[src/sv/iyfu_pkg.sv]
// Shared types and constants for the yaw frame unwrapper.
`default_nettype none
package iyfu_pkg;

  localparam int unsigned RegIdxW = 3;
  localparam int unsigned AddrW   = 5;

  localparam logic [RegIdxW-1:0] REG_SYNC_BYTE      = 3'd0;
  localparam logic [RegIdxW-1:0] REG_TYPE_BYTE      = 3'd1;
  localparam logic [RegIdxW-1:0] REG_FRAME_LENGTH   = 3'd2;
  localparam logic [RegIdxW-1:0] REG_YAW_INDEX      = 3'd3;
  localparam logic [RegIdxW-1:0] REG_WRAP_THRESHOLD = 3'd4;

  localparam logic [7:0]  SYNC_BYTE_RST      = 8'd85;
  localparam logic [7:0]  TYPE_BYTE_RST      = 8'd83;
  localparam logic [5:0]  FRAME_LENGTH_RST   = 6'd33;
  localparam logic [5:0]  YAW_INDEX_RST      = 6'd5;
  localparam logic [15:0] WRAP_THRESHOLD_RST = 16'd45511;

  localparam logic [1:0] STATUS_ANGLE = 2'd0;
  localparam logic [1:0] STATUS_HUNT  = 2'd1;
  localparam logic [1:0] STATUS_ZERO  = 2'd2;

  typedef struct packed {
    logic [7:0]  sync_byte;
    logic [7:0]  type_byte;
    logic [5:0]  frame_length;
    logic [5:0]  yaw_index;
    logic [15:0] wrap_threshold;
  } iyfu_cfg_t;

  typedef struct packed {
    logic        func;
    logic [7:0]  data_byte;
  } iyfu_item_t;

  typedef struct packed {
    logic signed [32:0] heading;
    logic [15:0]        raw_yaw;
    logic [1:0]         status;
  } iyfu_result_t;

endpackage
`default_nettype wire

[src/sv/iyfu_core.sv]
// Framing, yaw capture and unwrap state with its combinational update logic.
`default_nettype none
module iyfu_core (
  input  wire logic                  clk,
  input  wire logic                  rst,
  input  wire iyfu_pkg::iyfu_cfg_t   cfg,
  input  wire iyfu_pkg::iyfu_item_t  item,
  input  wire logic                  item_valid,
  input  wire logic                  step,
  output logic                       res_valid,
  output iyfu_pkg::iyfu_result_t     res
);
  import iyfu_pkg::*;

  logic               hunting, hunting_next;
  logic [5:0]         byte_count, byte_count_next;
  logic [7:0]         first_byte, first_byte_next;
  logic [7:0]         yaw_low, yaw_low_next;
  logic [7:0]         yaw_high, yaw_high_next;
  logic [15:0]        current_yaw, current_yaw_next;
  logic signed [15:0] turn_count, turn_count_next;

  logic [6:0]         pos_inc;
  logic [15:0]        new_yaw;
  logic signed [16:0] diff;
  logic signed [16:0] thr;

  always_comb begin
    hunting_next     = hunting;
    byte_count_next  = byte_count;
    first_byte_next  = first_byte;
    yaw_low_next     = yaw_low;
    yaw_high_next    = yaw_high;
    current_yaw_next = current_yaw;
    turn_count_next  = turn_count;
    res_valid        = 1'b0;
    res.status       = STATUS_ANGLE;
    pos_inc          = {1'b0, byte_count} + 7'd1;
    new_yaw          = 16'd0;
    diff             = 17'sd0;
    thr              = $signed({1'b0, cfg.wrap_threshold});

    if (item.func) begin
      hunting_next     = 1'b0;
      byte_count_next  = 6'd0;
      first_byte_next  = 8'd0;
      yaw_low_next     = 8'd0;
      yaw_high_next    = 8'd0;
      current_yaw_next = 16'd0;
      turn_count_next  = 16'sd0;
      res_valid        = item_valid;
      res.status       = STATUS_ZERO;
    end else if (hunting) begin
      if (item.data_byte == cfg.sync_byte) begin
        hunting_next    = 1'b0;
        byte_count_next = 6'd0;
      end
    end else begin
      if (byte_count == 6'd0) first_byte_next = item.data_byte;
      if (byte_count == cfg.yaw_index) yaw_low_next = item.data_byte;
      // The high byte sits one past the index; index 63 never reaches it.
      if ({1'b0, byte_count} == {1'b0, cfg.yaw_index} + 7'd1) begin
        yaw_high_next = item.data_byte;
      end
      if (pos_inc < {1'b0, cfg.frame_length}) begin
        byte_count_next = pos_inc[5:0];
      end else begin
        byte_count_next = 6'd0;
        res_valid       = item_valid;
        if (first_byte_next != cfg.type_byte) begin
          hunting_next = 1'b1;
          res.status   = STATUS_HUNT;
        end else begin
          new_yaw          = {yaw_high_next, yaw_low_next};
          current_yaw_next = new_yaw;
          diff             = $signed({1'b0, new_yaw}) - $signed({1'b0, current_yaw});
          if (diff > thr) begin
            if (turn_count != 16'sh7fff) turn_count_next = turn_count + 16'sd1;
          end else if (diff < -thr) begin
            if (turn_count != -16'sh8000) turn_count_next = turn_count - 16'sd1;
          end
        end
      end
    end

    res.raw_yaw = current_yaw_next;
    res.heading = $signed({17'd0, current_yaw_next})
                - $signed({turn_count_next[15], turn_count_next, 16'd0});
  end

  always_ff @(posedge clk) begin
    if (rst) begin
      hunting     <= 1'b0;
      byte_count  <= 6'd0;
      first_byte  <= 8'd0;
      yaw_low     <= 8'd0;
      yaw_high    <= 8'd0;
      current_yaw <= 16'd0;
      turn_count  <= 16'sd0;
    end else if (step) begin
      hunting     <= hunting_next;
      byte_count  <= byte_count_next;
      first_byte  <= first_byte_next;
      yaw_low     <= yaw_low_next;
      yaw_high    <= yaw_high_next;
      current_yaw <= current_yaw_next;
      turn_count  <= turn_count_next;
    end
  end

endmodule
`default_nettype wire

[src/sv/iyfu_skid.sv]
// Two-entry result buffer between the update logic and the output channel.
`default_nettype none
module iyfu_skid (
  input  wire logic                    clk,
  input  wire logic                    rst,
  input  wire logic                    push,
  input  wire iyfu_pkg::iyfu_result_t  push_data,
  output logic                         room,
  output logic                         out_valid,
  input  wire logic                    out_stall,
  output iyfu_pkg::iyfu_result_t       out_data
);
  import iyfu_pkg::*;

  iyfu_result_t entry [2];
  logic         wr_ptr;
  logic         rd_ptr;
  logic [1:0]   count;
  logic         pop;

  assign out_valid = (count != 2'd0);
  assign room      = (count != 2'd2);
  assign pop       = out_valid && !out_stall;
  assign out_data  = entry[rd_ptr];

  always_ff @(posedge clk) begin
    if (rst) begin
      wr_ptr <= 1'b0;
      rd_ptr <= 1'b0;
      count  <= 2'd0;
    end else begin
      if (push) wr_ptr <= !wr_ptr;
      if (pop) rd_ptr <= !rd_ptr;
      count <= count + {1'b0, push} - {1'b0, pop};
    end
  end

  always_ff @(posedge clk) begin
    if (push) entry[wr_ptr] <= push_data;
  end

endmodule
`default_nettype wire

[src/sv/imu_yaw_frame_unwrap.sv]
// Top level of the yaw frame unwrapper: register port, input register and wiring.
//
// Input channel: one beat is one link byte (func 0) or a zero command (func 1),
// accepted when in_valid is high and in_stall low. Output channel: one beat per
// finished frame (status 0 angle updated, status 1 bad type and now hunting for
// the sync byte) or per zero command (status 2), taken when out_valid is high and
// out_stall low. Bytes that do not finish a frame give no beat.
// Each beat is held in the input register while the update logic works on it,
// and its result enters the buffer at the edge where the beat moves on. A result
// is on the output once it is in the buffer and is taken while out_stall is low.
// A new beat can be accepted every cycle while in_stall is low; throughput is one byte per clock.
// A two-entry result buffer takes two more results while the receiver stalls;
// once it is full, in_stall rises whenever the held beat would make a result and
// stays high until a result is taken.
// Reset clears framing, captured bytes, the yaw and the turn count, empties the
// buffer and returns the registers to their defaults. Registers are written over
// the APB port at byte addresses 0, 4, 8, 12 and 16 and should be changed only
// while no beat is in flight.
`default_nettype none
module imu_yaw_frame_unwrap (
  input  wire logic                     clk,
  input  wire logic                     rst,
  input  wire logic                     psel,
  input  wire logic                     penable,
  input  wire logic                     pwrite,
  input  wire logic [iyfu_pkg::AddrW-1:0] paddr,
  input  wire logic [31:0]              pwdata,
  output logic [31:0]                   prdata,
  output logic                          pready,
  input  wire logic                     in_valid,
  output logic                          in_stall,
  input  wire logic                     func,
  input  wire logic [7:0]               data_byte,
  output logic                          out_valid,
  input  wire logic                     out_stall,
  output logic signed [32:0]            heading,
  output logic [15:0]                   raw_yaw,
  output logic [1:0]                    status
);
  import iyfu_pkg::*;

  iyfu_cfg_t             cfg;
  logic [RegIdxW-1:0]    reg_idx;
  logic                  wr_en;

  iyfu_item_t            item;
  logic                  item_valid;
  logic                  res_valid;
  iyfu_result_t          res;
  logic                  room;
  logic                  step;
  iyfu_result_t          out_data;

  assign pready  = 1'b1;
  assign reg_idx = paddr[AddrW-1:2];
  assign wr_en   = psel && penable && pwrite;

  always_ff @(posedge clk) begin
    if (rst) begin
      cfg.sync_byte      <= SYNC_BYTE_RST;
      cfg.type_byte      <= TYPE_BYTE_RST;
      cfg.frame_length   <= FRAME_LENGTH_RST;
      cfg.yaw_index      <= YAW_INDEX_RST;
      cfg.wrap_threshold <= WRAP_THRESHOLD_RST;
    end else if (wr_en) begin
      case (reg_idx)
        REG_SYNC_BYTE:      cfg.sync_byte      <= pwdata[7:0];
        REG_TYPE_BYTE:      cfg.type_byte      <= pwdata[7:0];
        REG_FRAME_LENGTH:   cfg.frame_length   <= pwdata[5:0];
        REG_YAW_INDEX:      cfg.yaw_index      <= pwdata[5:0];
        REG_WRAP_THRESHOLD: cfg.wrap_threshold <= pwdata[15:0];
        default: ;
      endcase
    end
  end

  always_comb begin
    case (reg_idx)
      REG_SYNC_BYTE:      prdata = {24'd0, cfg.sync_byte};
      REG_TYPE_BYTE:      prdata = {24'd0, cfg.type_byte};
      REG_FRAME_LENGTH:   prdata = {26'd0, cfg.frame_length};
      REG_YAW_INDEX:      prdata = {26'd0, cfg.yaw_index};
      REG_WRAP_THRESHOLD: prdata = {16'd0, cfg.wrap_threshold};
      default:            prdata = 32'd0;
    endcase
  end

  // The held beat moves on unless it makes a result and the buffer is full.
  assign step     = item_valid && (!res_valid || room);
  assign in_stall = item_valid && !step;

  always_ff @(posedge clk) begin
    if (rst) begin
      item_valid <= 1'b0;
    end else if (!in_stall) begin
      item_valid <= in_valid;
    end
  end

  always_ff @(posedge clk) begin
    if (!in_stall && in_valid) begin
      item.func      <= func;
      item.data_byte <= data_byte;
    end
  end

  iyfu_core u_core (
    .clk        (clk),
    .rst        (rst),
    .cfg        (cfg),
    .item       (item),
    .item_valid (item_valid),
    .step       (step),
    .res_valid  (res_valid),
    .res        (res)
  );

  iyfu_skid u_skid (
    .clk       (clk),
    .rst       (rst),
    .push      (step && res_valid),
    .push_data (res),
    .room      (room),
    .out_valid (out_valid),
    .out_stall (out_stall),
    .out_data  (out_data)
  );

  assign heading = out_data.heading;
  assign raw_yaw = out_data.raw_yaw;
  assign status  = out_data.status;

endmodule
`default_nettype wire
[config.mk]
export PLATFORM = sky130hd
export DESIGN_NAME = imu_yaw_frame_unwrap
export DESIGN_NICKNAME = d
export VERILOG_FILES = /design/src/sv/iyfu_pkg.sv /design/src/sv/iyfu_core.sv /design/src/sv/iyfu_skid.sv /design/src/sv/imu_yaw_frame_unwrap.sv
export SDC_FILE = /design/constraint.sdc
export NUM_CORES = 1
export LEC_CHECK = 0
export ABC_CLOCK_PERIOD_IN_PS = 10900
export BUFFER_PORTS_ARGS = -buffer_cell sky130_fd_sc_hd__buf_2
export CAP_MARGIN = 5
export CORE_MARGIN = 2
export CORE_UTILIZATION = 60
export CTS_CLUSTER_DIAMETER = 200
export CTS_CLUSTER_SIZE = 25
export DETAILED_ROUTE_END_ITERATION = 7
export PLACE_DENSITY = 0.82
export SLEW_MARGIN = 20
export SYNTH_ARGS = -nofsm -noshare
export SYNTH_HDL_FRONTEND = slang
export SYNTH_SLANG_ARGS = --single-unit
[constraint.sdc]
create_clock -name clk -period 10.9 [get_ports clk]
set_clock_uncertainty 0.15 [all_clocks]
set_input_delay 1.09 -clock clk [delete_from_list [all_inputs] [get_ports clk]]
set_output_delay 1.09 -clock clk [all_outputs]
set_load 0.03 [all_outputs]
**Word level (Yosys, flattened, before mapping)**

Memory sizes are Yosys's and may differ from the RTL's. A register that Yosys moved wholly into a read port is not among the register bits.
Index checks and enable logic that the tools add are counted.

- Equal/unequal tests: 13
- Multiplexer cells: 48
- $lt $le $gt $ge: 3
- $add $sub $neg: 9
- Reduce and logical (&&, ||, !) cells: 24

Operators with widths:

| operator | number |
|---|---|
| 2-to-1 mux 16 bit | 12 |
| 2-to-1 mux 8 bit | 15 |
| case mux 16 bit (5 select lines) | 1 |
| subtractor 17 x 32 -> 33 bit | 1 |
| inequality test 16 bit (second input constant) | 2 |
| 2-to-1 mux 6 bit | 4 |
| > comparator 17 bit | 1 |
| less-than comparator 17 bit | 1 |
| negator 16 -> 17 bit | 1 |
| subtractor 16 x 16 -> 17 bit | 1 |
| adder 16 x 2 -> 16 bit (second input constant) | 1 |
| subtractor 16 x 2 -> 16 bit (second input constant) | 1 |
| adder 6 x 1 -> 7 bit (second input constant) | 2 |
| AND reduction 2 bit | 7 |
| 2-to-1 mux 1 bit | 13 |
| == test 8 bit | 1 |
| inequality test 8 bit | 1 |
| == test 6 x 7 -> 1 bit | 1 |
| logical AND 1 bit | 7 |
| less-than comparator 7 x 6 -> 1 bit | 1 |
| == test 3 x 2 -> 1 bit (second input constant) | 2 |
| == test 6 bit | 1 |
| zero test 1 bit | 6 |
| zero test 6 bit | 1 |
| other kinds (10) | 13 |

- Output and inout port bits: 86
- RAM bits: 102
- Memories kept: 1
- Register bits: 121

Memory list:

| memory | depth | bits a word | read ports | clocked after Yosys merged registers in | write ports | RTL line | text |
|---|---|---|---|---|---|---|---|
| u_skid.entry | 2 | 51 | 1 | 1 | 1 | iyfu_skid.sv:15 | `iyfu_result_t entry [2];` |

**Longest topological paths before layout**

Gate-level depths: netlist of run 1.

- Depth after elaboration: 14
- Mapped depth: 36

**Cells and area by module**

A second synthesis of run 1 with hierarchy kept.

- Cell total of the unflattened synthesis: 1,403
- Area, all modules: 13,899.6 um2

By module, submodules not included:

| module | area each (um2) | times used | cells an instance |
|---|---|---|---|
| iyfu_core | 7,089.3 | 1 | 945 |
| iyfu_skid | 4,135.2 | 1 | 182 |
| imu_yaw_frame_unwrap | 2,675.1 | 1 | 276 |

**Worst setup path before layout of run 1**

No wires, ideal clock.

- Path type: register -> register
- Start: register u_core.byte_count[5]
- End: memory u_skid.entry[0][48] (netlist name) (data pin)
- Cell stages (with the launch flop): 34
- Slack: 3.310 ns
- Arrival: 7.170 ns
- Required time: 10.480 ns
- Clock period less this slack: 7.590 ns
- Library setup time: 0.270 ns
- Path buffers: 2
- Cell sequence: dfxtp_1 -> clkbuf_1 -> xnor2_1 -> nand2_1 -> nor2_1 -> mux2_2 -> ha_1 -> nor2b_1 -> o21ai_0 -> a21boi_0 -> o21ai_0 -> a21boi_0 -> o21ai_0 -> a21boi_0 -> o21ai_0 -> a21oi_1 -> o21a_1 -> o31a_1 -> o21a_1 -> nor2_1 -> xnor2_1 -> ha_1 -> nor2b_1 -> a221o_1 -> a211oi_1 -> and3_1 -> clkbuf_1 -> nor4b_1 -> a311oi_1 -> o211ai_1 -> nor2_2 -> or4b_4 -> nor4_1 -> nor2_1

RTL lines:

| item | RTL line | text |
|---|---|---|
| start, declared | iyfu_core.sv:16 | `logic [5:0] byte_count, byte_count_next;` |
| start signal, assigned | iyfu_core.sv:102 | `byte_count <= byte_count_next;` |
| end, declared | iyfu_skid.sv:15 |  |

==> results.cfg, run 1 <==
[clock_network]
clk_pin_slew_ns = 0.07
ctsHoldBuffers = 0
cts_root_buffer = clkbuf_16
h-tree-depth = 4
clockBufferDepth = 2
insertion_delay_ns = 0.44
cts_resized = 0
clkSinkCount = 192
postCtsSetupRepairBufs = 0
cts_made_buffers = 17
cts_tree = built

[power]
power.density_nw_per_um2 = 132
p_total_mw = 1.73
vdd_drop_max_uv = 113
p_leak_nw = 5.13

[synth]
yosys.area_share.simple_pct = 21.3
synth-compound-area-share_pct = 15.1
yosys.cell_types.count = 76
synth_top_family_by_area = simple AND/OR/NAND/NOR gates
synth_area_um2 = 12000
yosys_warnings = 0
yosys-top-cells-area = edfxtp_1 20%, dfxtp_1 19%, ha_1 5.8%
yosys-top-cells-count = 171 x nand2_1, 166 x nor2_1, 113 x dfxtp_1
synth_most_common_cell = nand2_1
synthMuxAreaShare_pct = 7.72
synth_ff_type = dfxtp_1
yosys.area.top_type = edfxtp_1
synth_seq_cells = 192
synth-xor-area-share_pct = 4.66
synthArstFlopShare_pct = 0
yosys.area_share.adder_pct = 5.99
synth_edf_count = 79
syn_area_per_cell_um2 = 8.62
synth_top_area_share_pct = 19.7
netlist_instances = 1396
seq_area_frac_synth_pct = 38.5

[floorplan]
initial_core_util_pct = 61.4
io_pins = 139
dieArea_um2 = 21200
row_count = 51
core-area_um2 = 19600
die_height_um = 146
die_x_um = 146

[critical_path]
max_stage_delay_ns = 0.74
crit_top_cell = o21ai_0
crit_type = reg -> reg
r2r_slack_ns = 1.59
worstReg2RegEnd = u_skid.entry[1][48]
required_ns = 10.92
critPathArrivalTime_ns = 9.33
reg2reg_depth = 30
worst-path-max-fanout = 23
critPathCaptureType = register
cp_slowest_cell = a2111oi_1
startpoint_type = register
r2r-start = u_core.byte_count[5]

[job]
drv_cap = 0

[sta]
slew_violations = 0
finalSetupTns_ns = 0
clock.fmax_mhz = 107
timing.final.crit_share_pct = 85.4
max_slew.worst_pin.slew_ns = 1.12
rsz0062_at_grt = false
final-setup-viol-count = 0
hold_violations = 0
relSlewSlack_pct = 25.7
period_minus_slack_ns = 9.31

[layout]
drive_gt1_share_pct = 15.4
fin_util_pct = 67.0
fin_nets = 1553
syn2layout_area_growth_pct = 9.11
diodes = 0

[place]
numPortBuffers = 103
gp_congestion = 0.937
hpwlAfterDp_um = 21600

[detailed_routing]
drtAntennaViolNets = 0
dr_total_vias = 10500
drt_iter0_markers = 1020
drc = 0
wl_per_cell_um = 17.6
first_pass_iters = 6
drt-total-wl_um = 30400
viasPerCell = 6.10

[outcome]
status = complete, no violations

[global_routing]
antenna_found_initial = 0
grt_pass1_vias = 9743
grt_overflow_total = 0
grt_pass1_wl_um = 49000
grt_max_degree = 100
grtUsageTotal_pct = 28.1

[hold_path]
hold_class = reg -> reg
min_from = u_core.current_yaw[7]
hold_depth = 2
min_to = u_core.current_yaw[7]
==> cell type report <==
| class | count | area (um2) |
|---|---|---|
| repair buffers | 115 | 606 |
| inverters | 72 | 270 |
| multi-input cells | 1045 | 6710 |
| fillers | 1598 | 6460 |
| flip-flops and latches | 192 | 4630 |
| well taps | 265 | 332 |
| clock inverters | 14 | 151 |
| clock buffers | 18 | 429 |
==> power breakdown <==
part / switching [mW] / total (mW) / internal (mW)
registers: 0.0149 / 0.778 / 0.763
clock network: 0.297 / 0.621 / 0.324
logic: 0.223 / 0.333 / 0.109
total: 0.535 / 1.73 / 1.20
==> layout by cell type, fill, tap and decap left out, types with 16 or more instances in the layout <==
master / instances
inv_1: 72
xor2_1: 16
ha_1: 56
xnor2_1: 48
nor2b_1: 29
nor2_1: 163
a21oi_1: 100
nand2_1: 171
o21ai_0: 27
conb_1: 17
edfxtp_1: 79
a22oi_1: 24
nor3_1: 31
nand3_1: 48
mux2_2: 53
nand4_1: 25
dfxtp_1: 113
buf_2: 103
clkbuf_16: 17
mux2i_1: 31
==> layer usage <==
layer	part of all wire (%)	track usage, %
met5	0	0
met4	2.8	9.36
met3	6.7	4.36
met2	46	46.4
met1	44	38.0
==> worst max-delay path: cells and delay by family, from the launching register on <==
| kind | cells | cell delay, ns |
|---|---|---|
| and+or+nand+nor | 11 | 3.22 |
| AOI/OAI and AO/OA | 14 | 3.61 |
| muxes | 1 | 0.45 |
| DFF | 1 | 0.63 |
| adders and majority gates | 2 | 0.64 |
| xor gates and xnor gates | 2 | 0.33 |
==> cells by family (layout without fill, tap and decap cells) <==
logic type / count (synthesis) / in the layout
and+or+nand+nor: 545 / 545
adders and majority gates: 57 / 57
xor gates and xnor gates: 64 / 64
DFF: 192 / 192
other: 2 / 17
muxes: 85 / 85
AOI/OAI and AO/OA: 277 / 277
buffers and inverters: 174 / 219
==> stage by stage <==
step / setup WS, ns / area [um2] / std cells / hold WS (ns)
2_1_floorplan: 3.31 / 12100 / 1411 / 0.286
3_3_place_gp: 1.87 / 12500 / 1689 / 0.293
3_5_place_dp: 1.52 / 12500 / 1689 / 0.300
4_1_cts: 1.46 / 13100 / 1721 / 0.311
5_1_grt: 0.959 / 13100 / 1721 / 0.337
6_report: 1.59 / 13100 / 1721 / 0.311
==> how the worst max path moves through the flow <==
stage	startpoint	to	cells past startpoint
after floorplan	u_core.byte_count[5]	u_skid.entry[0][48]	33
after global placement	u_core.byte_count[5]	u_skid.entry[0][50]	30
after detailed placement	u_core.byte_count[5]	u_skid.entry[0][48]	30
after CTS	u_core.byte_count[5]	u_skid.entry[1][48]	30
after global routing	u_core.byte_count[5]	u_skid.entry[1][48]	30
final	u_core.byte_count[5]	u_skid.entry[1][48]	30
==> flip-flops by register name, indices dropped and copies added, names as in the netlist, 8 cells and up, named ones only <==
signal	count
cfg	44
item	9
u_core.current_yaw	16
u_core.first_byte	8
u_core.turn_count	16
u_core.yaw_high	8
u_core.yaw_low	8
u_skid.entry	70
No activity file was read; power rests on OpenSTA's default activity.
==> run 2, diff against run 1 <==
--- a/config.mk
+++ b/config.mk
@@ -5,15 +5,15 @@
 export SDC_FILE = /design/constraint.sdc
 export NUM_CORES = 1
 export LEC_CHECK = 0
-export ABC_CLOCK_PERIOD_IN_PS = 10900
-export BUFFER_PORTS_ARGS = -buffer_cell sky130_fd_sc_hd__buf_2
+export ABC_CLOCK_PERIOD_IN_PS = 7900
+export BUFFER_PORTS_ARGS = -buffer_cell sky130_fd_sc_hd__buf_4
 export CAP_MARGIN = 5
 export CORE_MARGIN = 2
-export CORE_UTILIZATION = 60
+export CORE_UTILIZATION = 54
 export CTS_CLUSTER_DIAMETER = 200
 export CTS_CLUSTER_SIZE = 25
 export DETAILED_ROUTE_END_ITERATION = 7
-export PLACE_DENSITY = 0.82
+export PLACE_DENSITY = 0.84
 export SLEW_MARGIN = 20
 export SYNTH_ARGS = -nofsm -noshare
 export SYNTH_HDL_FRONTEND = slang
==> constraint.sdc (replaced) <==
create_clock -name clk -period 7.9 [get_ports clk]
set_clock_uncertainty 0.15 [all_clocks]
set_input_delay 0.79 -clock clk [delete_from_list [all_inputs] [get_ports clk]]
set_output_delay 0.79 -clock clk [all_outputs]
set_load 0.03 [all_outputs]
==> run 2 against run 1 <==
  * First-iteration DRC count rose by 17%
  * Cell count rose by 4.0%
  * Routed wire length rose by 6.4%
  * Critical path depth rose by 3
  * Worst setup slack got worse by 1.3 ns
  * Global-route usage fell by 1.1 points
  * Sequential power rose by 38%
  * Total power rose by 43%
  * Combinational power rose by 54%
  * Count of clock-buffer cells in the layout rose by 4
  * Via count rose by 3.9%
  * Highest routed layer unchanged
==> results.cfg, run 2 (synthesis results as in run 1) <==
[outcome]
status = complete, no violations

[layout]
reg_top3 = u_skid.entry x70, cfg x44
syn2layout_area_growth_pct = 15.9
final_common_cell = nand2_1
drive_gt1_share_pct = 19.7
stdcell_count = 1789
fillers = 1759
final_cell_mix = 170 x nand2_1, 167 x buf_4, 163 x nor2_1, 112 x dfxtp_1, 99 x a21oi_1
largest_register = u_skid.entry
multi_input_area_um2 = 6810
seqCellArea_um2 = 4640
largest_register_ffs = 70
fin_nets = 1606
diodes = 0

[detailed_routing]
dr_total_vias = 10900
drt-total-wl_um = 32300
drt_iter0_markers = 1193
first_pass_iters = 6
wl_per_cell_um = 18.1
drtAntennaViolNets = 0
viasPerCell = 6.10
drc = 0

[sta]
clock.fmax_mhz = 132
timing.final.crit_share_pct = 96.2
relSlewSlack_pct = 31.2
final-setup-viol-count = 0
max_slew.worst_pin.slew_ns = 1.03
period_minus_slack_ns = 7.60
worst_slack_ns = 0.303
hold_violations = 0
slew_violations = 0
finalSetupTns_ns = 0

[job]
drv_cap = 0

[power]
power_frac_seq_pct = 43.4
clkPwrFrac_pct = 35.8
p_leak_nw = 5.55
switching_share_pct = 29.9
p_int_mw = 1.73
power.density_nw_per_um2 = 177
p_total_mw = 2.47
vdd_drop_max_uv = 141
p_sw_mw = 0.739
p_comb_share_pct = 20.8

[global_routing]
grt_pass1_vias = 10200
antenna_found_initial = 0
grt_pass1_wl_um = 51700
grt_overflow_total = 0
grt_max_degree = 76
grtUsageTotal_pct = 27.0

[place]
place_ws_ns = -0.00353
numPortBuffers = 103
hpwlAfterDp_um = 22900
dp.cells = 1754
gp_congestion = 1.00

[clock_network]
ctsHoldBuffers = 0
h-tree-depth = 4
cts_made_buffers = 17
cts_root_buffer = clkbuf_16
clkSinkCount = 192
clockBufferDepth = 2
insertion_delay_ns = 0.44
clk_pin_slew_ns = 0.07
cts_tree = built

[floorplan]
initial_core_util_pct = 55.1
die_x_um = 153
die_height_um = 153
core-area_um2 = 21800
dieArea_um2 = 23500
row_count = 54
io_pins = 139

[critical_path]
max_stage_delay_ns = 0.59
crit_type = reg -> reg
startpoint_type = register
critPathCaptureType = register
cp_slowest_cell = or4b_4
worst-path-max-fanout = 7
required_ns = 8.04
critPathArrivalTime_ns = 7.73

[hold_path]
hold_class = reg -> reg
## run 2: repair_timing
action / in CTS / in global routing
cloned: 0 / 0
pin swaps: 0 / 6
buffers inserted: 0 / 3
resized for setup: 6 / 24
setup endpoints to repair: 22 / 30
## run 2: critical path, delay by kind of cell, from the launching register on
family          cells  cell delay (ns)
compound gates     16             2.96
fa+ha+maj           2             0.69
mux                 1             0.36
buf+inv             2             0.33
xor+xnor            2             0.36
simple gates       10             2.21
flops               1             0.35
## run 2: cell type report
cell class / count / area share, %
multi-input combinational: 1045 / 48.9
clock buffer: 22 / 3.79
clock inverter: 10 / 0.592
timing repair buffer: 168 / 9.07
sequential: 192 / 33.2
inverter: 72 / 1.94
tap: 280 / 2.51
## run 2: stage by stage
| step | hold WS [ns] | cell area [um2] | utilization (%) |
|---|---|---|---|
| after CTS | 0.309 | 13800 | 63.3 |
| after floorplan | 0.286 | 12100 | - |
| after global placement | 0.292 | 13200 | 60.4 |
| after detailed placement | 0.300 | 13200 | 60.4 |
| after global routing | 0.330 | 13900 | 63.9 |
| final | 0.307 | 13900 | 63.9 |
## run 2: per-layer routing
layer,global-route usage (%),up-vias,wire [um]
li1,-,5138,-
met5,0,-,0
met4,10.3,0,895
met3,4.91,75,2470
met1,35.3,5187,13500
met2,44.5,507,15400
## run 2: power by group through the flow
stage,logic (mW),registers [mW],clock network (mW)
3_5_place_dp,0.512,1.10,0
4_1_cts,0.515,1.07,0.890
5_1_grt,0.545,1.08,0.932
3_3_place_gp,0.508,1.09,0
6_report,0.514,1.07,0.886
2_1_floorplan,0.382,1.09,0
## run 2: path summary, 6_finish.rpt
path,startpoint,end,slack (ns),depth (start not counted)
setup reg to reg,cfg[16],u_skid.entry[1][48],0.30,33
hold / removal,u_core.current_yaw[11],u_core.current_yaw[11],0.31,2
hold reg to reg,u_core.current_yaw[11],u_core.current_yaw[11],0.31,2
setup / recovery,cfg[16],u_skid.entry[1][48],0.30,33
==> run 3, diff against run 2 <==
--- a/config.mk
+++ b/config.mk
@@ -14,6 +14,7 @@
 export CTS_CLUSTER_SIZE = 25
 export DETAILED_ROUTE_END_ITERATION = 7
 export PLACE_DENSITY = 0.84
+export RECOVER_POWER = 50
 export SLEW_MARGIN = 20
 export SYNTH_ARGS = -nofsm -noshare
 export SYNTH_HDL_FRONTEND = slang
==> run 3 against run 2 <==
  * The run now ends with max-capacitance violations, max-slew violations left
  * First-iteration DRC count fell by 0.34%
  * Routed wire length is 0.17% higher
  * Global-route usage unchanged
  * Sequential power hardly changed
  * Critical path depth did not move
  * Sequential share of layout area rose by 0.56 points
  * Flip-flop and latch count stayed put
  * Count of clock-buffer cells in the layout did not move
  * Worst hold slack is essentially flat
  * Cell count stayed put
  * Worst setup slack got worse by 0.044 ns
  * Design area decreased by 1.7%
==> results.cfg, run 3 (synthesis results as in run 1) <==
[critical_path]
worstReg2RegEnd = u_skid.entry[1][48]
r2r-start = u_core.byte_count[0]
critPathArrivalTime_ns = 7.78
r2r_slack_ns = 0.26
startpoint_type = register
worst-path-max-fanout = 7
reg2reg_depth = 33
cp_slowest_cell = or4b_4
crit_cells = 33
crit_family = compound AO/OA/AOI/OAI gates
cp_num_buf_inv = 2
critPathCaptureType = register
max_stage_delay_ns = 0.60
required_ns = 8.04
crit_type = reg -> reg

[sta]
slew_violations = 172
period_minus_slack_ns = 7.64
timing.final.crit_share_pct = 96.7
final-setup-viol-count = 0
hold_violations = 0
finalSetupTns_ns = 0
clock.fmax_mhz = 131
max_slew.worst_pin.slew_ns = 3.04
relSlewSlack_pct = -103

[layout]
reg_top3 = u_skid.entry x70, cfg x44
syn2layout_area_growth_pct = 13.9
largest_register = u_skid.entry
largest_register_ffs = 70
drive_gt1_share_pct = 14.6
final_common_cell = nand2_1
fin_nets = 1606
final_area_um2 = 13700
diodes = 0
fin_util_pct = 62.8
final_cell_mix = 170 x nand2_1, 163 x nor2_1, 113 x dfxtp_1, 101 x buf_4, 99 x a21oi_1

[power]
p_int_mw = 1.69
power_frac_seq_pct = 44.2
p_sw_mw = 0.742
clkPwrFrac_pct = 36.6
p_comb_share_pct = 19.2
vdd_drop_max_uv = 142
p_leak_nw = 5.33
power.density_nw_per_um2 = 177
switching_share_pct = 30.5

[place]
postPlaceCellArea_um2 = 13200
gp_congestion = 1.00
hpwlAfterDp_um = 22900
numPortBuffers = 103

[global_routing]
antenna_found_initial = 0
grt_pass1_vias = 10200
grt_overflow_total = 0
grt_max_degree = 76
grt_pass1_wl_um = 51700
grtUsageTotal_pct = 27.0

[clock_network]
clk_pin_slew_ns = 0.08
clockBufferDepth = 2
cts_tree = built
cts_root_buffer = clkbuf_16
insertion_delay_ns = 0.45
clkSinkCount = 192
cts_made_buffers = 17
h-tree-depth = 4

[detailed_routing]
first_pass_iters = 6
wl_per_cell_um = 18.1
drt_iter0_markers = 1189
drtAntennaViolNets = 0
dr_total_vias = 10900
drc = 0
drt-total-wl_um = 32400
viasPerCell = 6.11

[outcome]
violations = max-capacitance violations, max-slew violations
status = finished with violations

[floorplan]
dieArea_um2 = 23500
io_pins = 139
die_height_um = 153
initial_core_util_pct = 55.1
core-area_um2 = 21800
die_x_um = 153
row_count = 54

[hold_path]
hold_class = reg -> reg
min_to = u_core.current_yaw[11]
hold_depth = 2
min_from = u_core.current_yaw[11]

[job]
drv_cap = 4
## run 3: changes by cell type in the layout (fill, tap and decap cells not counted), sizes merged
| cell | before | now |
|---|---|---|
| buf | 168 | 102 |
| clkbuf | 22 | 88 |
## run 3: stage by stage
stage / setup slack, ns / total power, mW / hold slack, ns / instances
floorplan: 0.310 / 1.47 / 0.286 / 1411
global placement: 0.0137 / 1.60 / 0.292 / 1754
detailed placement: -0.00353 / 1.61 / 0.300 / 1754
CTS: 0.00220 / 2.48 / 0.309 / 1786
global route: -0.145 / 2.50 / 0.330 / 1789
finish: 0.259 / 2.43 / 0.307 / 1789
## run 3: what timing repair did
| item | in CTS | in global routing |
|---|---|---|
| hold buffers | 0 | 0 |
| resized for setup | 6 | 24 |
| cloned | 0 | 0 |
| pin swaps | 0 | 6 |
| endpoints found under the setup margin | 22 | 30 |
| buffers inserted | 0 | 3 |
## run 3: worst reg2reg max path, delay by kind of cell (launching register included)
family          cells  cell delay (ns)
compound gates     16             2.99
simple gates       10             2.23
fa+ha+maj           2             0.69
flops               1             0.41
mux                 1             0.36
buf+inv             2             0.34
xor+xnor            2             0.31
## run 3: final cells by class
cell class / count / area, um2
sequential: 192 / 4630
multi-input combinational: 1045 / 6790
clock inverter: 10 / 82.6
tap: 280 / 350
fill: 1817 / 8110
inverter: 72 / 270
clock buffer: 22 / 528
timing repair buffer: 168 / 1050
## run 3: routing by layer
layer  track usage [%]  vias up  wire length [um]  part of all wire [%]
met1              35.3     5176             13400                    42
met5                 0        -                 0                     0
li1                  -     5128                 -                     -
met4              10.3        0               933                   2.9
met2              44.5      539             15300                    47
met3              4.91       86              2660                   8.2
## run 3: power by group through the flow
stage | clock network [mW] | logic [mW] | registers, mW
4_1_cts | 0.890 | 0.515 | 1.07
3_3_place_gp | 0 | 0.508 | 1.09
2_1_floorplan | 0 | 0.382 | 1.09
3_5_place_dp | 0 | 0.512 | 1.10
6_report | 0.890 | 0.465 | 1.07
5_1_grt | 0.932 | 0.497 | 1.07
## run 3: worst max-delay path by stage
stage,start,to,slack [ns]
after floorplan,u_core.byte_count[5],u_skid.entry[0][48],0.31
after global placement,cfg[20],u_skid.entry[0][46],0.01
after detailed placement,cfg[20],u_skid.entry[0][46],-0.004
after CTS,cfg[20],u_skid.entry[1][46],0.002
after global routing,u_core.byte_count[0],u_skid.entry[1][48],-0.14
final,u_core.byte_count[0],u_skid.entry[1][48],0.26
